File: config.mk
export PLATFORM = sky130hd
export DESIGN_NAME = argb_to_planar_yuva_tile_unit
export DESIGN_NICKNAME = d
export VERILOG_FILES = /design/src/rtl/ayt_pkg.sv /design/src/rtl/argb_to_planar_yuva_tile_unit.sv
export SDC_FILE = /design/constraint.sdc
export NUM_CORES = 2
export LEC_CHECK = 0
export BUFFER_PORTS_ARGS = -buffer_cell sky130_fd_sc_hd__buf_4
export CAP_MARGIN = 10
export CORE_ASPECT_RATIO = 0.7
export CORE_MARGIN = 2
export CORE_UTILIZATION = 50
export DETAILED_ROUTE_END_ITERATION = 16
export GPL_TIMING_DRIVEN = 0
export PLACE_DENSITY_LB_ADDON = 0.2
export REMOVE_ABC_BUFFERS = 1
export SETUP_SLACK_MARGIN = 0.5
export SYNTH_ARGS = -nofsm -noshare
export SYNTH_HDL_FRONTEND = slang
export SYNTH_SLANG_ARGS = --single-unit
File: constraint.sdc
create_clock -name clk -period 10 [get_ports clk]
set_input_delay 2 -clock clk [delete_from_list [all_inputs] [get_ports clk]]
set_output_delay 2 -clock clk [all_outputs]
set_load 0.005 [all_outputs]
File: src/rtl/ayt_pkg.sv
// Shared constants and helpers for the ARGB to planar YUVA tile unit.
// Holds the fixed-point color coefficients, field widths and the clamp function.
// No dependencies.
`default_nettype none

package ayt_pkg;

	localparam int CHAN_W   = 8;
	localparam int COORD_W  = 13;
	localparam int STRIDE_W = 16;
	localparam int BASE_W   = 32;
	localparam int OFFS_W   = 12;
	localparam int SUM_W    = 27;
	localparam int FRAC_W   = 16;
	localparam int SHR_W    = SUM_W - FRAC_W;

	localparam int TILE_SIZE = 64;
	localparam int TILE_LOG2 = $clog2(TILE_SIZE);
	localparam int ROW_W     = OFFS_W - TILE_LOG2;

	localparam int IN_DATA_W  = 88;
	localparam int OUT_DATA_W = 80;

	localparam logic signed [SUM_W-1:0] COEF_YR = 27'sd19595;
	localparam logic signed [SUM_W-1:0] COEF_YG = 27'sd38470;
	localparam logic signed [SUM_W-1:0] COEF_YB = 27'sd7471;
	localparam logic signed [SUM_W-1:0] COEF_UR = -27'sd11071;
	localparam logic signed [SUM_W-1:0] COEF_UG = -27'sd21736;
	localparam logic signed [SUM_W-1:0] COEF_UB = 27'sd32807;
	localparam logic signed [SUM_W-1:0] COEF_VR = 27'sd32756;
	localparam logic signed [SUM_W-1:0] COEF_VG = -27'sd27429;
	localparam logic signed [SUM_W-1:0] COEF_VB = -27'sd5327;

	localparam logic signed [SHR_W-1:0] LUMA_BIAS = 11'sd128;
	localparam logic signed [SHR_W-1:0] S8_MAX    = 11'sd127;
	localparam logic signed [SHR_W-1:0] S8_MIN    = -11'sd128;

	localparam logic [STRIDE_W-1:0] STRIDE_RESET = 16'd16384;

	function automatic logic signed [CHAN_W-1:0] clamp_s8(input logic signed [SHR_W-1:0] v);
		logic signed [CHAN_W-1:0] r;
		if (v < S8_MIN) begin
			r = S8_MIN[CHAN_W-1:0];
		end else if (v > S8_MAX) begin
			r = S8_MAX[CHAN_W-1:0];
		end else begin
			r = v[CHAN_W-1:0];
		end
		return r;
	endfunction

	function automatic logic signed [SUM_W-1:0] chan_ext(input logic [CHAN_W-1:0] c);
		return $signed({{(SUM_W-CHAN_W){1'b0}}, c});
	endfunction

endpackage

`default_nettype wire

File: src/rtl/argb_to_planar_yuva_tile_unit.sv
// Top level of the ARGB to planar YUVA tile unit: a three-stage color and address pipeline.
// Depends on ayt_pkg for coefficients, widths and the clamp function.
`default_nettype none

// An accepted input beat passes through the stage 1, stage 2 and stage 3 registers to the output.
// One beat per cycle unless m_tready stalls; each stage holds alone, so bubbles close up.
// Stage 1 holds the nine channel products and the tile row multiply, stage 2 the
// shifted sums and addresses, stage 3 the clamped bytes as the output register.
// Reset clears all valid bits and loads dest_stride with 16384.
module argb_to_planar_yuva_tile_unit (
	input  wire logic                             clk,
	input  wire logic                             arst_n,
	input  wire logic                             cfg_valid,
	output logic                                  cfg_ready,
	input  wire logic [ayt_pkg::STRIDE_W-1:0]     cfg_data,
	input  wire logic                             s_tvalid,
	output logic                                  s_tready,
	// pixel_argb[31:0], pixel_x[44:32], pixel_y[57:45], tile_x[70:58], tile_y[83:71]
	input  wire logic [ayt_pkg::IN_DATA_W-1:0]    s_tdata,
	output logic                                  m_tvalid,
	input  wire logic                             m_tready,
	// tile_base[31:0], plane_offset[43:32], luma[51:44], chroma_u[59:52],
	// chroma_v[67:60], alpha_out[75:68]
	output logic [ayt_pkg::OUT_DATA_W-1:0]        m_tdata
);

	localparam int CW = ayt_pkg::CHAN_W;
	localparam int KW = ayt_pkg::COORD_W;
	localparam int SW = ayt_pkg::SUM_W;
	localparam int HW = ayt_pkg::SHR_W;
	localparam int MW = KW + CW;

	logic [ayt_pkg::STRIDE_W-1:0] dest_stride_q;

	logic [CW-1:0] in_a, in_r, in_g, in_b;
	logic [KW-1:0] in_px, in_py, in_tx, in_ty;

	logic en1, en2, en3;
	logic vld_s1, vld_s2, vld_s3;

	logic signed [SW-1:0] p_yr_s1, p_yg_s1, p_yb_s1;
	logic signed [SW-1:0] p_ur_s1, p_ug_s1, p_ub_s1;
	logic signed [SW-1:0] p_vr_s1, p_vg_s1, p_vb_s1;
	logic [MW-1:0]               tmul_s1;
	logic [KW-1:0]               tx_s1;
	logic [ayt_pkg::ROW_W-1:0]   dy_s1;
	logic [ayt_pkg::OFFS_W-1:0]  dx_s1;
	logic [CW-1:0]               a_s1;

	logic signed [SW-1:0] ysum, usum, vsum;
	logic signed [HW-1:0] y_s2, u_s2, v_s2;
	logic [ayt_pkg::BASE_W-1:0]  base_s2;
	logic [ayt_pkg::OFFS_W-1:0]  offs_s2;
	logic [CW-1:0]               a_s2;

	logic [CW-1:0]               luma_s3, u_s3, v_s3, a_s3;
	logic [ayt_pkg::BASE_W-1:0]  base_s3;
	logic [ayt_pkg::OFFS_W-1:0]  offs_s3;

	assign cfg_ready = 1'b1;

	always_ff @(posedge clk or negedge arst_n) begin
		if (!arst_n) begin
			dest_stride_q <= ayt_pkg::STRIDE_RESET;
		end else if (cfg_valid && cfg_ready) begin
			dest_stride_q <= cfg_data;
		end
	end

	assign in_b  = s_tdata[7:0];
	assign in_g  = s_tdata[15:8];
	assign in_r  = s_tdata[23:16];
	assign in_a  = s_tdata[31:24];
	assign in_px = s_tdata[44:32];
	assign in_py = s_tdata[57:45];
	assign in_tx = s_tdata[70:58];
	assign in_ty = s_tdata[83:71];

	assign en3      = !vld_s3 || m_tready;
	assign en2      = !vld_s2 || en3;
	assign en1      = !vld_s1 || en2;
	assign s_tready = en1;

	always_ff @(posedge clk or negedge arst_n) begin
		if (!arst_n) begin
			vld_s1 <= 1'b0;
			vld_s2 <= 1'b0;
			vld_s3 <= 1'b0;
		end else begin
			if (en1) begin
				vld_s1 <= s_tvalid;
			end
			if (en2) begin
				vld_s2 <= vld_s1;
			end
			if (en3) begin
				vld_s3 <= vld_s2;
			end
		end
	end

	always_ff @(posedge clk) begin
		if (en1 && s_tvalid) begin
			p_yr_s1 <= ayt_pkg::chan_ext(in_r) * ayt_pkg::COEF_YR;
			p_yg_s1 <= ayt_pkg::chan_ext(in_g) * ayt_pkg::COEF_YG;
			p_yb_s1 <= ayt_pkg::chan_ext(in_b) * ayt_pkg::COEF_YB;
			p_ur_s1 <= ayt_pkg::chan_ext(in_r) * ayt_pkg::COEF_UR;
			p_ug_s1 <= ayt_pkg::chan_ext(in_g) * ayt_pkg::COEF_UG;
			p_ub_s1 <= ayt_pkg::chan_ext(in_b) * ayt_pkg::COEF_UB;
			p_vr_s1 <= ayt_pkg::chan_ext(in_r) * ayt_pkg::COEF_VR;
			p_vg_s1 <= ayt_pkg::chan_ext(in_g) * ayt_pkg::COEF_VG;
			p_vb_s1 <= ayt_pkg::chan_ext(in_b) * ayt_pkg::COEF_VB;
			tmul_s1 <= MW'(in_ty) * MW'(dest_stride_q[ayt_pkg::STRIDE_W-1:CW]);
			tx_s1   <= in_tx;
			dy_s1   <= ayt_pkg::ROW_W'(in_py - in_ty);
			dx_s1   <= ayt_pkg::OFFS_W'(in_px - in_tx);
			a_s1    <= in_a;
		end
	end

	assign ysum = p_yr_s1 + p_yg_s1 + p_yb_s1;
	assign usum = p_ur_s1 + p_ug_s1 + p_ub_s1;
	assign vsum = p_vr_s1 + p_vg_s1 + p_vb_s1;

	always_ff @(posedge clk) begin
		if (en2 && vld_s1) begin
			y_s2    <= HW'(ysum >>> ayt_pkg::FRAC_W);
			u_s2    <= HW'(usum >>> ayt_pkg::FRAC_W);
			v_s2    <= HW'(vsum >>> ayt_pkg::FRAC_W);
			base_s2 <= ayt_pkg::BASE_W'({tmul_s1, 8'd0}) + ayt_pkg::BASE_W'({tx_s1, 8'd0});
			offs_s2 <= {dy_s1, {ayt_pkg::TILE_LOG2{1'b0}}} + dx_s1;
			a_s2    <= a_s1;
		end
	end

	always_ff @(posedge clk) begin
		if (en3 && vld_s2) begin
			luma_s3 <= ayt_pkg::clamp_s8(y_s2 - ayt_pkg::LUMA_BIAS);
			u_s3    <= ayt_pkg::clamp_s8(u_s2);
			v_s3    <= ayt_pkg::clamp_s8(v_s2);
			base_s3 <= base_s2;
			offs_s3 <= offs_s2;
			a_s3    <= a_s2;
		end
	end

	assign m_tvalid = vld_s3;
	assign m_tdata  = {4'd0, a_s3, v_s3, u_s3, luma_s3, offs_s3, base_s3};

	a_accept_fills_s1: assert property (@(posedge clk) disable iff (!arst_n)
		(s_tvalid && s_tready) |=> vld_s1)
		else $error("Accepted beat did not reach stage 1.");

	a_s1_holds: assert property (@(posedge clk) disable iff (!arst_n)
		(vld_s1 && !en2) |=> (vld_s1 && $stable(tmul_s1) && $stable(p_yr_s1)))
		else $error("Stage 1 changed while stalled.");

	a_luma_range: assert property (@(posedge clk) disable iff (!arst_n)
		vld_s2 |-> (y_s2 >= 11'sd0 && y_s2 <= 11'sd255))
		else $error("Shifted luma sum left 0 to 255.");

	a_out_after_s2: assert property (@(posedge clk) disable iff (!arst_n)
		(vld_s2 && en3) |=> m_tvalid)
		else $error("Stage 2 beat was lost on its way to the output.");

endmodule

`default_nettype wire

After elaboration in Yosys (flattened, before gate mapping)
Cells that the tools add are included.
{"block": "word_totals", "regBits": 477, "memories": 0, "out_inout_bits": 83, "mem_bits_ro": 0, "latchBits": 0, "word_cells": 69, "ramBits": 0}
{"block": "classes", "n_mux": 3, "bitwise": 0, "n_mul": 10, "eq_ne": 0, "n_addsub": 11, "div_mod_pow": 0, "n_reduce_logical": 9, "shifts": 0, "magnitude_cmp": 6}
{"op": "adder 27 bit", "n": 6}
{"op": "multiplier 8 x 15 -> 23 bit, second input constant", "n": 2}
{"op": "multiplier 8 x 13 -> 21 bit, second input constant", "n": 2}
{"op": "greater-than comparator 11 x 8 -> 1 bit, second input constant", "n": 3}
{"op": "less-than comparator 11 x 8 -> 1 bit, second input constant", "n": 3}
{"op": "adder 29 x 21 -> 30 bit", "n": 1}
{"op": "multiplier 9 x 16 -> 25 bit, second input constant", "n": 1}
{"op": "multiplier 8 x 16 -> 24 bit, second input constant", "n": 1}
{"op": "multiplier 9 x 15 -> 24 bit, second input constant", "n": 1}
{"op": "two-way mux 8 bit", "n": 3}
{"op": "multiplier 9 x 14 -> 23 bit, second input constant", "n": 1}
{"op": "multiplier 9 x 13 -> 22 bit, second input constant", "n": 1}
{"op": "multiplier 13 x 8 -> 21 bit", "n": 1}
{"op": "adder 12 bit", "n": 1}
{"op": "subtractor 12 bit", "n": 1}
{"op": "subtractor 11 x 9 -> 11 bit, second input constant", "n": 1}
{"op": "subtractor 6 bit", "n": 1}
{"op": "logical AND 1 bit", "n": 3}
{"op": "logical NOT 1 bit", "n": 3}
{"op": "logical OR 1 bit", "n": 3}

Logic depth before layout (Yosys ltp)
{"block": "depth", "ltp_word": 5, "ltp_mapped": 18, "depth_no_buf": 17}

Worst setup path before layout
Ideal clock, no wire load.
{"block": "synth_timing", "kind": "input -> register", "start": "in m_tready", "end": "reg a_s1[0] (enable)", "path_stages": 3, "path_slack_ps": 1537, "arrival_ps": 7823, "cell_sequence": "nor2b_1 nand3_1 and2_1"}
{"block": "synth_via", "elab_chain_len": 4}
{"item": "from (decl)", "line": "argb_to_planar_yuva_tile_unit.sv:21", "rtl": "input wire logic m_tready,"}
{"item": "logical OR 1 bit", "line": "argb_to_planar_yuva_tile_unit.sv:79", "rtl": "assign en3 = !vld_s3 || m_tready;"}
{"item": "logical OR 1 bit", "line": "argb_to_planar_yuva_tile_unit.sv:80", "rtl": "assign en2 = !vld_s2 || en3;"}
{"item": "logical OR 1 bit", "line": "argb_to_planar_yuva_tile_unit.sv:81", "rtl": "assign en1 = !vld_s1 || en2;"}
{"item": "net s_tready", "line": "argb_to_planar_yuva_tile_unit.sv:17", "rtl": "output logic s_tready,"}
{"item": "logical AND 1 bit", "line": "argb_to_planar_yuva_tile_unit.sv:103", "rtl": "if (en1 && s_tvalid) begin"}
{"item": "to (signal assigned)", "line": "argb_to_planar_yuva_tile_unit.sv:117", "rtl": "a_s1 <= in_a;"}
{"item": "to (decl)", "line": "argb_to_planar_yuva_tile_unit.sv:48", "rtl": "logic [CW-1:0] a_s1;"}
The timed path passes the listed nets, and every way through them passes these cells.
A chain may end at the register's enable or synchronous reset.

Final worst setup path
{"block": "layout_timing", "start": "in s_tdata[6] (netlist bit)", "end": "reg p_yb_s1[20], data pin"}
{"block": "layout_via", "elab_chain_len": 1}
{"item": "from (decl)", "line": "argb_to_planar_yuva_tile_unit.sv:19", "rtl": "input wire logic [ayt_pkg::IN_DATA_W-1:0] s_tdata,"}
{"item": "multiplier 8 x 13 -> 21 bit", "line": "argb_to_planar_yuva_tile_unit.sv:106", "rtl": "p_yb_s1 <= ayt_pkg::chan_ext(in_b) * ayt_pkg::COEF_YB;"}
{"item": "to (signal assigned)", "line": "argb_to_planar_yuva_tile_unit.sv:106"}
{"item": "to (decl)", "line": "argb_to_planar_yuva_tile_unit.sv:41", "rtl": "logic signed [SW-1:0] p_yr_s1, p_yg_s1, p_yb_s1;"}
Every way passes these cells.

==> results.cfg <==
[status]
status = complete, no violations

[floorplanning]
chipWidth_um = 332
die_h_um = 234
design.die.area_um2 = 77700
rows = 84
start_util_pct = 50.3
io_pins = 192
core-area_um2 = 74900

[clock_network]
postCtsSetupBuffers = 0
cts_tree = yes
cts_root_buf = clkbuf_16
cts_buffers = 42
holdBufCountCts = 0
cts_buffer_depth = 3
cts_resized = 0
path_clk_slew_ns = 0.06
clock_sinks = 397
clkLatencyLatePin_ns = 0.59
cts_max_level = 2

[flow_run]
maxCapViolations = 0

[worst_hold_path]
hold_path_depth = 0
hp-start = base_s2[28]
hold_end = base_s3[28]
hold_class = flop to flop

[placement]
placedCellCount = 4501
dp_hpwl_um = 68800
gp_congestion = 0.933
pre_cts_slack_ns = 2.73
port_buffers = 156

[finish]
fin_cells = 4579
drive_gt1_share_pct = 7.63
areaGrowthSynthToFinish_pct = 9.99
n_antenna_cell = 0
utilization_pct = 55.4
nFillCells = 6566
nets = 4598

[yosys]
ys_seq_elements = 397
ys_types = 87
async_flop_share_pct = 2.77
synth-edff-count = 386
yosys_warnings = 0
synth_commonest_cells = 590 x inv_1, 569 x ha_1, 386 x edfxtp_1, 364 x fa_1, 167 x a21oi_1
syn_avg_cell_area_um2 = 11.2
synth_top_area_cell = edfxtp_1
syn_area_um2 = 37700
ys.flop_type = edfxtp_1
synthTopCellsByArea = edfxtp_1 31%, fa_1 19%, ha_1 19%
yosysSeqAreaShare_pct = 31.5
synth_top_area_share_pct = 30.7
syn_inst = 3381
yosysMostFrequentCell = inv_1

[setup_path]
arrival_ns = 6.96
r2r-end = tmul_s1[18]
reg2regPathDepth = 15
endpoint_kind = flop
cp.required_ns = 10.29
r2r_setup_slack_ns = 4.95
crit_type = input pin to flop
regToRegStartpoint = dest_stride_q[14]
critPathMaxFanout = 12
cp-start-kind = input pin

[timing]
fmax_mhz = 150
maxSlewViolCount = 0
hold_violations = 0
clock-skew-final_ns = 0.0305
setup_viol = 0
fin_setup_tns_ns = 0
slew_headroom_pct = 40.9
worst_pin_slew_ns = 0.880
layout_setup_ws_ns = 3.33
finalCriticalPeriod_ns = 6.67
finalCritPeriodShare_pct = 66.7
rsz0062_at_grt = no

[routing]
drc = 0
vias = 24300
routed_wl_um = 84500
drt_iter0_markers = 1704
via_per_inst = 5.31
ant_nets = 0
wl_per_cell_um = 18.4
drtPass1Iterations = 5

[global_route]
grt-busiest-layer = met1
grt_antenna_before_repair = 1
grt_overflow = 0
grt.total_usage_pct = 22.3
grt_pass1_vias = 23900
met3_usage_pct = 4.33
grt_pass1_wl_um = 135000
grt_max_degree = 72
grt.met1_usage_pct = 35.8
use_met2_pct = 31.2

[power_and_ir_drop]
vdd_ir_drop_max_uv = 170
p_leak_nw = 19.4
powerDensity_nw_per_um2 = 326
## registers in the layout, summed over array words and instances (netlist names), 9 cells and up
signal   cells
p_vg_s1     25
tx_s1       13
tmul_s1     21
v_s2        11
base_s3     22
dx_s1       12
offs_s2     12
p_ug_s1     19
p_yb_s1     18
p_ub_s1     17
base_s2     22
p_vb_s1     23
p_yr_s1     22
p_ur_s1     24
offs_s3     12
y_s2         9
p_vr_s1     19
u_s2        11
p_yg_s1     20
## worst max-delay path by stage
stage	startpoint	end	slack (ns)	cells after the start
after CTS	s_tdata[6]	p_yb_s1[20]	3.37	18
after global placement	m_tready	p_yr_s1[20]	-1.48	4
after detailed placement	s_tdata[6]	p_yb_s1[20]	2.73	18
after global routing	s_tdata[6]	p_yb_s1[20]	3.17	18
after floorplan	m_tready	a_s1[0]	1.54	3
final	s_tdata[6]	p_yb_s1[20]	3.33	18
## layer usage
layer	part of all wire (%)	routed length (µm)
met1	52	43800
met2	40	33900
met3	6.7	5650
met4	1.4	1180
met5	0	0
## logic make-up (layout without fill, tap and decap cells)
group | count (synthesis) | after routing | share of synthesized area, %
buffers and inverters | 633 | 829 | 6.45
adder cells (fa/ha/maj) | 933 | 933 | 38.2
AND/OR/NAND/NOR | 644 | 644 | 8.96
multiplexers | 16 | 16 | 0.451
AO/OA/AOI/OAI | 556 | 556 | 9.83
flip-flops | 397 | 397 | 31.5
XOR/XNOR | 200 | 200 | 4.64
other | 2 | 15 | 0.0199
## where the power goes
group	internal (W)	switching (W)	total [W]	leakage, nW
Sequential	0.00292	0.000336	0.00326	3.84
Combinational	0.00375	0.00490	0.00866	14.9
Clock	0.000917	0.000683	0.00160	0.661
Total	0.00759	0.00592	0.0135	19.4
## per-stage QoR
step                      hold WS, ns  area, µm²  power [W]
after floorplan                 0.400      37600    0.00967
after global placement          0.401      40000     0.0118
after detailed placement        0.405      40100     0.0119
after CTS                       0.418      41500     0.0136
after global routing            0.427      41500     0.0149
final                           0.417      41500     0.0135
## cells in the final DEF, fill, tap and decap left out, types with 14 or more instances in the layout
cell type / instances
buf_4: 156
nor3_1: 48
inv_1: 590
ha_1: 569
nand3_1: 38
clkbuf_16: 43
a21oi_1: 167
edfxtp_1: 386
a21o_1: 85
fa_1: 364
o311ai_0: 14
nand2_1: 129
and3_1: 26
conb_1: 15
a211oi_1: 15
and2_1: 95
nand2b_1: 39
nand4_1: 15
or2_2: 16
nor2_1: 134
o21ai_0: 85
o21a_1: 26
xnor2_1: 144
o211ai_1: 15
nor2b_1: 32
a31oi_1: 20
o21bai_1: 27
xor2_1: 56
## area by class of cell
type	instances	area (µm²)	area share (%)
timing repair buffer	161	1310	3.15
sequential	397	11900	28.6
inverter	590	2210	5.34
multi-input combinational	2364	23500	56.6
clock inverter	21	236	0.570
tap	989	1240	2.98
clock buffer	57	1150	2.77
## critical path: stages
cell       delay [ns]
buf_4            0.22
inv_1            0.15
ha_1             0.52
inv_1            0.11
fa_1             0.51
inv_1            0.05
fa_1             0.51
inv_1            0.06
fa_1             0.57
inv_1            0.07
ha_1             0.37
a21o_1           0.21
a21o_1           0.17
a211o_1          0.27
a2111oi_4        0.42
o211ai_2         0.16
nand3_1          0.09
or3b_1           0.48
Note: power is estimated with default switching activity, not from simulation.
